===== src/rtl/kvlp_pkg.sv =====
package kvlp_pkg;

    localparam int BYTE_W  = 8;
    localparam int VALUE_W = 32;
    localparam int MAG_W   = 32;
    // Wide enough for mag * 16 + 15 with mag at most 2^31.
    localparam int STEP_W  = 36;

    localparam logic [BYTE_W-1:0] CHAR_NL    = 8'h0A;
    localparam logic [BYTE_W-1:0] CHAR_CR    = 8'h0D;
    localparam logic [BYTE_W-1:0] CHAR_NUL   = 8'h00;
    localparam logic [BYTE_W-1:0] CHAR_COMMA = 8'h2C;
    localparam logic [BYTE_W-1:0] CHAR_PLUS  = 8'h2B;
    localparam logic [BYTE_W-1:0] CHAR_MINUS = 8'h2D;
    localparam logic [BYTE_W-1:0] CHAR_ZERO  = 8'h30;
    localparam logic [BYTE_W-1:0] CHAR_LOW_X = 8'h78;
    localparam logic [BYTE_W-1:0] CHAR_UP_X  = 8'h58;

    localparam logic [MAG_W-1:0]   MAG_CAP   = 32'h8000_0000;
    localparam logic [VALUE_W-1:0] VALUE_MAX = 32'h7FFF_FFFF;

    // Digit code for a byte that is no hex digit.
    localparam logic [4:0] DIGIT_NONE = 5'd16;
    localparam logic [4:0] DEC_BASE   = 5'd10;

    // Value scan: still in leading blanks and sign, or among the digits.
    typedef enum logic
    {
        PH_LEAD,
        PH_DIGITS
    } scan_phase_t;

    // Hex scan, including the optional 0x prefix.
    typedef enum logic [2:0]
    {
        HX_FIRST,
        HX_ZERO,
        HX_PREFIX,
        HX_RUN,
        HX_STOP
    } hex_state_t;

    typedef enum logic [1:0]
    {
        BK_IDLE,
        BK_WAIT,
        BK_SEND
    } back_state_t;

    function automatic logic is_space(input logic [BYTE_W-1:0] c);
        return (c == 8'h20) || ((c >= 8'h09) && (c <= 8'h0D));
    endfunction

    function automatic logic is_x(input logic [BYTE_W-1:0] c);
        return (c == CHAR_LOW_X) || (c == CHAR_UP_X);
    endfunction

    // Hex digit value of a byte, DIGIT_NONE when it is not a digit.
    function automatic logic [4:0] digit_of(input logic [BYTE_W-1:0] c);
        logic [BYTE_W-1:0] t;
        t = {3'b000, DIGIT_NONE};
        if ((c >= 8'h30) && (c <= 8'h39))
        begin
            t = 8'(c - 8'h30);
        end
        else if ((c >= 8'h61) && (c <= 8'h66))
        begin
            t = 8'(c - 8'h57);
        end
        else if ((c >= 8'h41) && (c <= 8'h46))
        begin
            t = 8'(c - 8'h37);
        end
        return t[4:0];
    endfunction

    // One accumulation step, saturating at 2^31.
    function automatic logic [MAG_W-1:0] mag_step(input logic [MAG_W-1:0] mag,
                                                  input logic hex,
                                                  input logic [3:0] d);
        logic [STEP_W-1:0] w;
        if (hex)
        begin
            w = {mag, 4'b0000};
        end
        else
        begin
            w = {3'b000, mag, 1'b0} + {1'b0, mag, 3'b000};
        end
        w = w + {32'b0, d};
        if (w > {4'b0000, MAG_CAP})
        begin
            w = {4'b0000, MAG_CAP};
        end
        return w[MAG_W-1:0];
    endfunction

endpackage


===== src/rtl/kvlp_ram.sv =====
module kvlp_ram
#(
    parameter int WIDTH = 8,
    parameter int DEPTH = 128
)
(
    input  logic                     clk,
    input  logic                     wr_en,
    input  logic [$clog2(DEPTH)-1:0] wr_addr,
    input  logic [WIDTH-1:0]         wr_data,
    input  logic                     rd_en,
    input  logic [$clog2(DEPTH)-1:0] rd_addr,
    output logic [WIDTH-1:0]         rd_data
);

    logic [WIDTH-1:0] mem [DEPTH];

    always_ff @(posedge clk)
    begin
        if (wr_en)
        begin
            mem[wr_addr] <= wr_data;
        end
        if (rd_en)
        begin
            rd_data <= mem[rd_addr];
        end
    end

endmodule


===== src/rtl/kvlp_queue.sv =====
module kvlp_queue
#(
    parameter int WIDTH = 40
)
(
    input  logic             clk,
    input  logic             rst_n,
    input  logic             push,
    input  logic [WIDTH-1:0] push_data,
    input  logic             pop,
    output logic             full,
    output logic             head_valid,
    output logic [WIDTH-1:0] head_data
);

    logic [WIDTH-1:0] entry_reg [2];
    logic             wr_ptr_reg;
    logic             wr_ptr_next;
    logic             rd_ptr_reg;
    logic             rd_ptr_next;
    logic [1:0]       count_reg;
    logic [1:0]       count_next;

    // Pointer and occupancy update.
    always_comb
    begin
        wr_ptr_next = wr_ptr_reg;
        rd_ptr_next = rd_ptr_reg;
        count_next  = count_reg;
        if (push)
        begin
            wr_ptr_next = ~wr_ptr_reg;
        end
        if (pop)
        begin
            rd_ptr_next = ~rd_ptr_reg;
        end
        if (push && !pop)
        begin
            count_next = count_reg + 2'd1;
        end
        else if (pop && !push)
        begin
            count_next = count_reg - 2'd1;
        end
    end

    always_ff @(posedge clk or negedge rst_n)
    begin
        if (!rst_n)
        begin
            wr_ptr_reg <= 1'b0;
            rd_ptr_reg <= 1'b0;
            count_reg  <= 2'd0;
        end
        else
        begin
            wr_ptr_reg <= wr_ptr_next;
            rd_ptr_reg <= rd_ptr_next;
            count_reg  <= count_next;
        end
    end

    // Entry storage.
    always_ff @(posedge clk)
    begin
        if (push)
        begin
            entry_reg[wr_ptr_reg] <= push_data;
        end
    end

    assign full       = count_reg[1];
    assign head_valid = (count_reg != 2'd0);
    assign head_data  = entry_reg[rd_ptr_reg];

endmodule


===== src/rtl/kvlp_front.sv =====
module kvlp_front
#(
    parameter int LINE_CAPACITY = 128,
    parameter int NAME_LIMIT    = 64
)
(
    input  logic                                 clk,
    input  logic                                 rst_n,
    input  logic                                 accept,
    input  logic [kvlp_pkg::BYTE_W-1:0]          rx_byte,
    output logic                                 ram_wr_en,
    output logic [$clog2(NAME_LIMIT):0]          ram_wr_addr,
    output logic [kvlp_pkg::BYTE_W-1:0]          ram_wr_data,
    output logic                                 push,
    // Fields from the lowest bit: bank, name length, value.
    output logic [kvlp_pkg::VALUE_W+$clog2(NAME_LIMIT):0] push_data
);

    import kvlp_pkg::*;

    localparam int FILL_W  = $clog2(LINE_CAPACITY);
    localparam int NAME_AW = $clog2(NAME_LIMIT);
    localparam logic [FILL_W-1:0]  FILL_LAST = FILL_W'(LINE_CAPACITY - 1);
    localparam logic [NAME_AW-1:0] NAME_MAX  = NAME_AW'(NAME_LIMIT - 1);

    logic [FILL_W-1:0]  fill_reg,     fill_next;
    logic               ended_reg,    ended_next;
    logic               comma_reg,    comma_next;
    logic               too_long_reg, too_long_next;
    logic [NAME_AW-1:0] name_len_reg, name_len_next;
    scan_phase_t        phase_reg,    phase_next;
    logic               neg_reg,      neg_next;
    logic               xseen_reg,    xseen_next;
    logic               dec_live_reg, dec_live_next;
    logic [MAG_W-1:0]   dec_mag_reg,  dec_mag_next;
    hex_state_t         hex_reg,      hex_next;
    logic [MAG_W-1:0]   hex_mag_reg,  hex_mag_next;
    logic               bank_reg,     bank_next;

    logic               clear_line;
    logic               dig_step;
    logic [4:0]         digit;
    logic               is_hex_digit;
    logic [MAG_W-1:0]   final_mag;
    logic [VALUE_W-1:0] final_value;

    assign digit        = digit_of(rx_byte);
    assign is_hex_digit = (digit != DIGIT_NONE);

    // Value of the line so far: hex when an x appeared in the value text.
    always_comb
    begin
        final_mag = xseen_reg ? hex_mag_reg : dec_mag_reg;
        if (neg_reg)
        begin
            final_value = VALUE_W'(0) - final_mag;
        end
        else if (final_mag[MAG_W-1])
        begin
            final_value = VALUE_MAX;
        end
        else
        begin
            final_value = final_mag;
        end
    end

    // Byte classification and incremental scan of name and value.
    always_comb
    begin
        fill_next     = fill_reg;
        ended_next    = ended_reg;
        comma_next    = comma_reg;
        too_long_next = too_long_reg;
        name_len_next = name_len_reg;
        phase_next    = phase_reg;
        neg_next      = neg_reg;
        xseen_next    = xseen_reg;
        dec_live_next = dec_live_reg;
        dec_mag_next  = dec_mag_reg;
        hex_next      = hex_reg;
        hex_mag_next  = hex_mag_reg;
        bank_next     = bank_reg;
        clear_line    = 1'b0;
        dig_step      = 1'b0;
        ram_wr_en     = 1'b0;
        push          = 1'b0;

        if (accept)
        begin
            if (rx_byte == CHAR_NL)
            begin
                if (fill_reg != '0)
                begin
                    push       = comma_reg && (name_len_reg != '0) && !too_long_reg;
                    clear_line = 1'b1;
                end
            end
            else if (rx_byte == CHAR_CR)
            begin
                // Carriage return is skipped.
            end
            else if (fill_reg == FILL_LAST)
            begin
                // Store overflow drops the line.
                clear_line = 1'b1;
            end
            else
            begin
                fill_next = fill_reg + FILL_W'(1);
                if (!ended_reg)
                begin
                    if (rx_byte == CHAR_NUL)
                    begin
                        ended_next = 1'b1;
                    end
                    else if (!comma_reg)
                    begin
                        if (rx_byte == CHAR_COMMA)
                        begin
                            comma_next = 1'b1;
                        end
                        else if (name_len_reg == NAME_MAX)
                        begin
                            too_long_next = 1'b1;
                        end
                        else
                        begin
                            ram_wr_en     = 1'b1;
                            name_len_next = name_len_reg + NAME_AW'(1);
                        end
                    end
                    else
                    begin
                        if (is_x(rx_byte))
                        begin
                            xseen_next = 1'b1;
                        end
                        if (phase_reg == PH_LEAD)
                        begin
                            if (is_space(rx_byte))
                            begin
                                phase_next = PH_LEAD;
                            end
                            else if ((rx_byte == CHAR_PLUS) || (rx_byte == CHAR_MINUS))
                            begin
                                neg_next   = (rx_byte == CHAR_MINUS);
                                phase_next = PH_DIGITS;
                            end
                            else
                            begin
                                phase_next = PH_DIGITS;
                                dig_step   = 1'b1;
                            end
                        end
                        else
                        begin
                            dig_step = 1'b1;
                        end
                    end
                end
            end
        end

        // Decimal and hex readings run side by side.
        if (dig_step)
        begin
            if (dec_live_reg)
            begin
                if (digit < DEC_BASE)
                begin
                    dec_mag_next = mag_step(dec_mag_reg, 1'b0, digit[3:0]);
                end
                else
                begin
                    dec_live_next = 1'b0;
                end
            end
            case (hex_reg)
                HX_FIRST:
                begin
                    if (rx_byte == CHAR_ZERO)
                    begin
                        hex_next = HX_ZERO;
                    end
                    else if (is_hex_digit)
                    begin
                        hex_mag_next = mag_step(hex_mag_reg, 1'b1, digit[3:0]);
                        hex_next     = HX_RUN;
                    end
                    else
                    begin
                        hex_next = HX_STOP;
                    end
                end
                HX_ZERO:
                begin
                    if (is_x(rx_byte))
                    begin
                        hex_next = HX_PREFIX;
                    end
                    else if (is_hex_digit)
                    begin
                        hex_mag_next = mag_step(hex_mag_reg, 1'b1, digit[3:0]);
                        hex_next     = HX_RUN;
                    end
                    else
                    begin
                        hex_next = HX_STOP;
                    end
                end
                HX_PREFIX, HX_RUN:
                begin
                    if (is_hex_digit)
                    begin
                        hex_mag_next = mag_step(hex_mag_reg, 1'b1, digit[3:0]);
                        hex_next     = HX_RUN;
                    end
                    else
                    begin
                        hex_next = HX_STOP;
                    end
                end
                default:
                begin
                    hex_next = HX_STOP;
                end
            endcase
        end

        if (push)
        begin
            bank_next = ~bank_reg;
        end

        // Start a fresh line.
        if (clear_line)
        begin
            fill_next     = '0;
            ended_next    = 1'b0;
            comma_next    = 1'b0;
            too_long_next = 1'b0;
            name_len_next = '0;
            phase_next    = PH_LEAD;
            neg_next      = 1'b0;
            xseen_next    = 1'b0;
            dec_live_next = 1'b1;
            dec_mag_next  = '0;
            hex_next      = HX_FIRST;
            hex_mag_next  = '0;
        end
    end

    always_ff @(posedge clk or negedge rst_n)
    begin
        if (!rst_n)
        begin
            fill_reg     <= '0;
            ended_reg    <= 1'b0;
            comma_reg    <= 1'b0;
            too_long_reg <= 1'b0;
            name_len_reg <= '0;
            phase_reg    <= PH_LEAD;
            neg_reg      <= 1'b0;
            xseen_reg    <= 1'b0;
            dec_live_reg <= 1'b1;
            dec_mag_reg  <= '0;
            hex_reg      <= HX_FIRST;
            hex_mag_reg  <= '0;
            bank_reg     <= 1'b0;
        end
        else
        begin
            fill_reg     <= fill_next;
            ended_reg    <= ended_next;
            comma_reg    <= comma_next;
            too_long_reg <= too_long_next;
            name_len_reg <= name_len_next;
            phase_reg    <= phase_next;
            neg_reg      <= neg_next;
            xseen_reg    <= xseen_next;
            dec_live_reg <= dec_live_next;
            dec_mag_reg  <= dec_mag_next;
            hex_reg      <= hex_next;
            hex_mag_reg  <= hex_mag_next;
            bank_reg     <= bank_next;
        end
    end

    assign ram_wr_addr = {bank_reg, name_len_reg};
    assign ram_wr_data = rx_byte;
    assign push_data   = {final_value, name_len_reg, bank_reg};

endmodule


===== src/rtl/kvlp_back.sv =====
module kvlp_back
#(
    parameter int NAME_LIMIT = 64
)
(
    input  logic                                          clk,
    input  logic                                          rst_n,
    input  logic                                          head_valid,
    // Fields from the lowest bit: bank, name length, value.
    input  logic [kvlp_pkg::VALUE_W+$clog2(NAME_LIMIT):0] head_data,
    output logic                                          pop,
    output logic                                          ram_rd_en,
    output logic [$clog2(NAME_LIMIT):0]                   ram_rd_addr,
    input  logic [kvlp_pkg::BYTE_W-1:0]                   ram_rd_data,
    output logic                                          m_tvalid,
    input  logic                                          m_tready,
    // Fields from the lowest bit: name_byte, signal_value.
    output logic [kvlp_pkg::BYTE_W+kvlp_pkg::VALUE_W-1:0] m_tdata,
    output logic                                          m_tlast
);

    import kvlp_pkg::*;

    localparam int NAME_AW = $clog2(NAME_LIMIT);

    back_state_t        state_reg, state_next;
    logic [NAME_AW-1:0] pos_reg,   pos_next;
    logic [BYTE_W-1:0]  byte_reg;
    logic [VALUE_W-1:0] value_reg;
    logic               last_reg;
    logic               load;

    logic               head_bank;
    logic [NAME_AW-1:0] head_len;
    logic [VALUE_W-1:0] head_value;

    assign head_bank  = head_data[0];
    assign head_len   = head_data[NAME_AW:1];
    assign head_value = head_data[VALUE_W+NAME_AW:NAME_AW+1];

    // Next state.
    always_comb
    begin
        state_next = state_reg;
        case (state_reg)
            BK_IDLE:
            begin
                if (head_valid)
                begin
                    state_next = BK_WAIT;
                end
            end
            BK_WAIT:
            begin
                state_next = BK_SEND;
            end
            BK_SEND:
            begin
                if (m_tready)
                begin
                    state_next = last_reg ? BK_IDLE : BK_WAIT;
                end
            end
            default:
            begin
                state_next = BK_IDLE;
            end
        endcase
    end

    // Read requests, word loading and queue release.
    always_comb
    begin
        ram_rd_en = 1'b0;
        pos_next  = pos_reg;
        load      = 1'b0;
        pop       = 1'b0;
        case (state_reg)
            BK_IDLE:
            begin
                pos_next  = '0;
                ram_rd_en = head_valid;
            end
            BK_WAIT:
            begin
                load = 1'b1;
            end
            BK_SEND:
            begin
                if (m_tready)
                begin
                    if (last_reg)
                    begin
                        pop = 1'b1;
                    end
                    else
                    begin
                        pos_next  = pos_reg + NAME_AW'(1);
                        ram_rd_en = 1'b1;
                    end
                end
            end
            default:
            begin
                pos_next = '0;
            end
        endcase
    end

    always_ff @(posedge clk or negedge rst_n)
    begin
        if (!rst_n)
        begin
            state_reg <= BK_IDLE;
            pos_reg   <= '0;
        end
        else
        begin
            state_reg <= state_next;
            pos_reg   <= pos_next;
        end
    end

    // Output word register.
    always_ff @(posedge clk)
    begin
        if (load)
        begin
            byte_reg  <= ram_rd_data;
            value_reg <= head_value;
            last_reg  <= (pos_reg == NAME_AW'(head_len - NAME_AW'(1)));
        end
    end

    assign ram_rd_addr = {head_bank, pos_next};
    assign m_tvalid    = (state_reg == BK_SEND);
    assign m_tdata     = {value_reg, byte_reg};
    assign m_tlast     = last_reg;

endmodule


===== src/rtl/key_value_line_parser.sv =====
// Key/value line parser.
// The slave channel takes one received character per word in s_tdata.
// Lines of the form NAME,VALUE end with a newline; carriage returns are
// skipped. For each valid line the master channel gives one word per name
// character: the character and the parsed, saturated 32-bit value in
// m_tdata, with m_tlast high on the final character of the name.
// The front scans each character as it arrives, so a line is fully
// parsed when its newline is taken, at one character per cycle while
// s_tready is high. Name characters sit in a two-bank buffer RAM;
// finished lines wait in a two-entry queue. Each output word is preceded
// by its own registered RAM read, issued once the previous word is taken,
// and the first word of a line follows its newline through the queue.
// s_tready drops while two lines are waiting or being sent, which happens
// when the master side stalls or when short lines follow a long name.
// Reset clears the line state and the queue; no word is pending after it.
// A stall on m_tready holds the current word until it is taken.
module key_value_line_parser
#(
    parameter int LINE_CAPACITY = 128,
    parameter int NAME_LIMIT    = 64
)
(
    input  logic                                          clk,
    input  logic                                          rst_n,
    input  logic                                          s_tvalid,
    output logic                                          s_tready,
    // Fields from the lowest bit: rx_byte.
    input  logic [kvlp_pkg::BYTE_W-1:0]                   s_tdata,
    output logic                                          m_tvalid,
    input  logic                                          m_tready,
    // Fields from the lowest bit: name_byte, signal_value.
    output logic [kvlp_pkg::BYTE_W+kvlp_pkg::VALUE_W-1:0] m_tdata,
    output logic                                          m_tlast
);

    import kvlp_pkg::*;

    localparam int NAME_AW = $clog2(NAME_LIMIT);
    localparam int DESC_W  = VALUE_W + NAME_AW + 1;

    logic               accept;
    logic               queue_full;
    logic               ram_wr_en;
    logic [NAME_AW:0]   ram_wr_addr;
    logic [BYTE_W-1:0]  ram_wr_data;
    logic               ram_rd_en;
    logic [NAME_AW:0]   ram_rd_addr;
    logic [BYTE_W-1:0]  ram_rd_data;
    logic               push;
    logic [DESC_W-1:0]  push_data;
    logic               pop;
    logic               head_valid;
    logic [DESC_W-1:0]  head_data;

    assign s_tready = !queue_full;
    assign accept   = s_tvalid && s_tready;

    kvlp_front
    #(
        .LINE_CAPACITY (LINE_CAPACITY),
        .NAME_LIMIT    (NAME_LIMIT)
    )
    u_front
    (
        .clk         (clk),
        .rst_n       (rst_n),
        .accept      (accept),
        .rx_byte     (s_tdata),
        .ram_wr_en   (ram_wr_en),
        .ram_wr_addr (ram_wr_addr),
        .ram_wr_data (ram_wr_data),
        .push        (push),
        .push_data   (push_data)
    );

    kvlp_ram
    #(
        .WIDTH (BYTE_W),
        .DEPTH (2 ** (NAME_AW + 1))
    )
    u_name_ram
    (
        .clk     (clk),
        .wr_en   (ram_wr_en),
        .wr_addr (ram_wr_addr),
        .wr_data (ram_wr_data),
        .rd_en   (ram_rd_en),
        .rd_addr (ram_rd_addr),
        .rd_data (ram_rd_data)
    );

    kvlp_queue
    #(
        .WIDTH (DESC_W)
    )
    u_queue
    (
        .clk        (clk),
        .rst_n      (rst_n),
        .push       (push),
        .push_data  (push_data),
        .pop        (pop),
        .full       (queue_full),
        .head_valid (head_valid),
        .head_data  (head_data)
    );

    kvlp_back
    #(
        .NAME_LIMIT (NAME_LIMIT)
    )
    u_back
    (
        .clk         (clk),
        .rst_n       (rst_n),
        .head_valid  (head_valid),
        .head_data   (head_data),
        .pop         (pop),
        .ram_rd_en   (ram_rd_en),
        .ram_rd_addr (ram_rd_addr),
        .ram_rd_data (ram_rd_data),
        .m_tvalid    (m_tvalid),
        .m_tready    (m_tready),
        .m_tdata     (m_tdata),
        .m_tlast     (m_tlast)
    );

endmodule

===== config.mk =====
export PLATFORM = sky130hd
export DESIGN_NAME = key_value_line_parser
export DESIGN_NICKNAME = d
export VERILOG_FILES = /design/src/rtl/kvlp_pkg.sv /design/src/rtl/kvlp_ram.sv /design/src/rtl/kvlp_queue.sv /design/src/rtl/kvlp_front.sv /design/src/rtl/kvlp_back.sv /design/src/rtl/key_value_line_parser.sv
export SDC_FILE = /design/constraint.sdc
export NUM_CORES = 2
export LEC_CHECK = 0
export BUFFER_PORTS_ARGS = -buffer_cell sky130_fd_sc_hd__buf_2
export CORE_ASPECT_RATIO = 0.8
export CORE_MARGIN = 2
export CORE_UTILIZATION = 65
export DETAILED_ROUTE_END_ITERATION = 16
export GPL_TIMING_DRIVEN = 0
export PLACE_DENSITY_LB_ADDON = 0.05
export SETUP_SLACK_MARGIN = 0.02
export SYNTH_ARGS = -nofsm -noshare
export SYNTH_HDL_FRONTEND = slang
export SYNTH_SLANG_ARGS = --single-unit

===== constraint.sdc =====
create_clock -name clk -period 7.85 [get_ports clk]
set_input_delay 0.3925 -clock clk [delete_from_list [all_inputs] [get_ports clk]]
set_output_delay 0.3925 -clock clk [all_outputs]
set_load 0.02 [all_outputs]

==> results.sh <==
export IMPL_outcome="finished with violations"
export IMPL_violations="capacitance limit, slew limit"
export IMPL_first_global_vias=36390
export IMPL_drv_slew=13
export IMPL_critPathKind="register to register"
export IMPL_vias=40260
export IMPL_whs_path_depth=1
export IMPL_leakage_nw=20.63
export IMPL_grt_max_degree=119
export IMPL_worstReg2RegEnd="u_name_ram.rd_data[5]"
export IMPL_gp_congestion=1.050
export IMPL_clk_pin_slew_ns=0.06
export IMPL_clk_path_buf_depth=3
export IMPL_cp_data_required_time_ns=8.36
export IMPL_cp_max_fo=15
export IMPL_die_w_um=326.7
export IMPL_p_seq_frac=0.477
export IMPL_r2r_slack_ns=0.09
export IMPL_syn_inst=4367
export IMPL_fin_ws_ns=0.09177
export IMPL_period_minus_slack_ns=7.758
export IMPL_yosysWarningCount=0
export IMPL_slew_headroom=-0.1047
export IMPL_grt_pass1_wl_um=254200
export IMPL_start_util=0.6578
export IMPL_multi_input_area_um2=15910
export IMPL_grt_usage=0.4229
export IMPL_holdWs_ns=0.04176
export IMPL_vias_per_cell=6.984
export IMPL_worstPathArrival_ns=8.27
export IMPL_start_kind="register"
export IMPL_p_clk_frac=0.372
export IMPL_synth_main_ff_cell="edfxtp_1"
export IMPL_p_switching_w=0.004333
export IMPL_row_count=94
export IMPL_cp_startpoint="u_back.state_reg[1]"
export IMPL_synth_seq_area_share=0.6844
export IMPL_htreeDepth=3
export IMPL_finalCritPeriodShare=0.9883
export IMPL_pwr_share_comb=0.151
export IMPL_endpoint_kind="register"
export IMPL_fp_dieH_um=262.2
export IMPL_cap_violations=5
export IMPL_drive_gt1_frac=0.08400
export IMPL_num_nets_final=4619
export IMPL_synth_edf_count=1151
export IMPL_wl_um=182500
export IMPL_clk_latency_ns=0.74
export IMPL_dp_hpwl_um=126600
export IMPL_worstHoldStart="s_tdata[5]"
export IMPL_antenna_found_initial=9
export IMPL_syn_area_um2=54160
export IMPL_drc_errors=0
export IMPL_switching_share=0.2742
export IMPL_vdd_drop_max_uv=232.8
export IMPL_cts_hold_buf=2
export IMPL_layout_area_overhead_vs_synth_pct=11.15
export IMPL_hold_end="u_name_ram.mem[111][5]"
export IMPL_tightest_slew_ns=1.651
export IMPL_hold_class="input pin to register"
export IMPL_ys_async_sr_fraction=0.07994
export IMPL_core_um2=82330
export IMPL_syn_area_per_cell_um2=12.40
export IMPL_fill_cells=5521
export IMPL_cts_sinks=1251
export IMPL_cts_resized=0
export IMPL_finalSetupTns_ns=0
export IMPL_fin_cells=5764
export IMPL_fp_dieArea_um2=85650
export IMPL_hold_viol_final=0
export IMPL_post_cts_buffers=0
export IMPL_gr_total_overflow=0
export IMPL_rr_worst_depth=15
export IMPL_fmax_ghz=0.1289
export IMPL_cts_tree="yes"
export IMPL_port_buffers=54
export IMPL_setup_viol=0
export IMPL_r2r_start="u_back.state_reg[1]"
export IMPL_wl_per_cell_um=31.65
export IMPL_drt_iter0_markers=7559
export IMPL_internal_power_w=0.01147
export IMPL_dp_cells=5538
export IMPL_clockRootBuffer="clkbuf_16"
export IMPL_largest_reg_flops=1024
export IMPL_ys_types=90
export IMPL_ff_latch_area_um2=37070
export IMPL_first_pass_iters=9
export IMPL_pre_cts_slack_ns=0.9869
export IMPL_powerDensity_nw_per_um2=262.6
export IMPL_postSynthRegisterBits=1251
export IMPL_finClkSkew_ns=0.03277
export IMPL_cts_buffers=115
export IMPL_rsz0062_at_grt="false"
export IMPL_synthesis_nets=4432
export IMPL_route_antenna_remaining_nets=0
export IMPL_ioPinCount=55
==> power by group through the flow <==
stage	clock [W]	sequential, W	combinational, W
CTS	0.00582	0.00754	0.00225
global route	0.00607	0.00755	0.00245
detailed placement	0	0.00768	0.00223
finish	0.00587	0.00754	0.00239
floorplan	0	0.00777	0.00114
global placement	0	0.00770	0.00216
==> per-layer routing <==
layer / vias up / routed length, um / share of wire / global-route usage
met3: 590 / 35900 / 0.20 / 0.2245
li1: 16660 / - / - / -
met1: 19440 / 67940 / 0.37 / 0.6044
met2: 3550 / 69230 / 0.38 / 0.5363
met5: - / 490 / 0.0027 / 0.02826
met4: 18 / 8894 / 0.049 / 0.1705
==> worst max-delay path: stages, from the launching register on <==
cell and delay (ns):
dfrtp_1 0.37, inv_1 0.10, ha_2 0.43, a21oi_1 0.30, mux2i_2 0.34, nand2_1 0.23, clkbuf_1 0.62, clkbuf_1 0.91
buf_1 1.16, clkbuf_1 1.00, nand2_1 0.17, nand3_1 0.15, nand3_1 0.10, a311oi_1 1.15, nor3_1 0.11, o31ai_1 0.38
==> how the worst max path moves through the flow <==
stage	endpoint	slack, ns
after detailed placement	u_name_ram.rd_data[4]	0.99
after floorplan	u_queue.entry_reg[0][37]	2.89
after CTS	u_name_ram.rd_data[5]	0.93
after global placement	u_name_ram.rd_data[4]	-0.58
final	u_name_ram.rd_data[5]	0.09
after global routing	u_name_ram.rd_data[4]	0.19
==> cells in the mapped netlist, types with 6 or more instances <==
cell	n	area, um^2
ha_1	51	638.1
nor4_1	14	87.58
dfrtp_1	99	2477
a211oi_1	59	442.9
nor3_1	56	280.3
inv_1	34	127.6
a21o_1	6	45.04
o31ai_1	9	67.56
a22o_1	32	280.3
or3_1	6	37.54
nor3b_1	13	97.59
and2_1	10	62.56
nor2_1	233	874.6
nor2b_1	19	118.9
mux2i_1	54	540.5
xnor2_1	48	420.4
o21ai_0	62	310.3
nand2b_1	7	43.79
a21oi_1	85	425.4
o21ai_2	11	96.34
buf_2	27	135.1
buf_1	51	191.4
xor2_1	37	324.1
mux2_2	46	518.0
o311ai_0	18	157.7
and3_1	111	694.4
a31o_2	6	52.55
clkbuf_1	194	728.2
nand3_1	396	1982
o211ai_1	9	67.56
a311oi_1	173	1515
o21bai_1	6	45.04
edfxtp_1	1151	34560
nand2_1	1037	3892
mux4_2	13	292.8
a31oi_1	40	250.2
nand4_1	20	125.1
o21a_1	11	82.58
==> cell type report <==
type / instances / area share
Clock buffer: 135 / 0.05080
Multi-Input combinational cell: 2801 / 0.2643
Timing Repair Buffer: 70 / 0.01106
Antenna cell: 5 / 0.0002079
Buffer: 276 / 0.01806
Inverter: 39 / 0.002432
Sequential cell: 1251 / 0.6158
Clock inverter: 83 / 0.01445
Tap cell: 1104 / 0.02295
==> logic make-up (layout without fill, tap and decap cells) <==
family                   Yosys count  after routing  synth area share
buffers and inverters            315            603           0.02278
AND/OR/NAND/NOR                 1960           1960            0.1599
flip-flops                      1251           1251            0.6844
XOR/XNOR                          85             85           0.01375
multiplexers                     115            115           0.02548
other                              0              5                 0
AO/OA/AOI/OAI                    588            588           0.08109
adder cells (fa/ha/maj)           53             53           0.01252
==> cells in the final DEF, fill, tap and decap left out, types with 11 or more instances in the layout <==
| cell | n |
|---|---|
| nand4_1 | 20 |
| nor4_1 | 14 |
| clkbuf_16 | 119 |
| nor2b_1 | 18 |
| a31oi_1 | 40 |
| o21ai_0 | 62 |
| clkinv_1 | 36 |
| xnor2_1 | 48 |
| clkinv_2 | 26 |
| dfrtp_1 | 99 |
| nand3_1 | 396 |
| buf_2 | 72 |
| o21a_1 | 11 |
| mux2i_1 | 53 |
| o21ai_2 | 12 |
| ha_1 | 50 |
| a211oi_1 | 59 |
| mux4_2 | 13 |
| a311oi_1 | 169 |
| inv_1 | 34 |
| nand2_1 | 1037 |
| nor2_1 | 229 |
| a22o_1 | 32 |
| mux2_2 | 46 |
| bufinv_16 | 18 |
| xor2_1 | 37 |
| buf_1 | 51 |
| o311ai_0 | 18 |
| a21oi_1 | 85 |
| edfxtp_1 | 1151 |
| clkbuf_1 | 208 |
| nor3_1 | 56 |
| and3_1 | 111 |
| nor3b_1 | 13 |
==> per-stage QoR <==
stage | area, um^2 | utilization | power, W
floorplan | 54160 | - | 0.008909
global placement | 55810 | 0.6779 | 0.009852
detailed placement | 56190 | 0.6825 | 0.009909
CTS | 60140 | 0.7305 | 0.01561
global route | 60190 | 0.7311 | 0.01608
finish | 60200 | 0.7312 | 0.01581
Note: power is estimated with default switching activity, not from simulation.
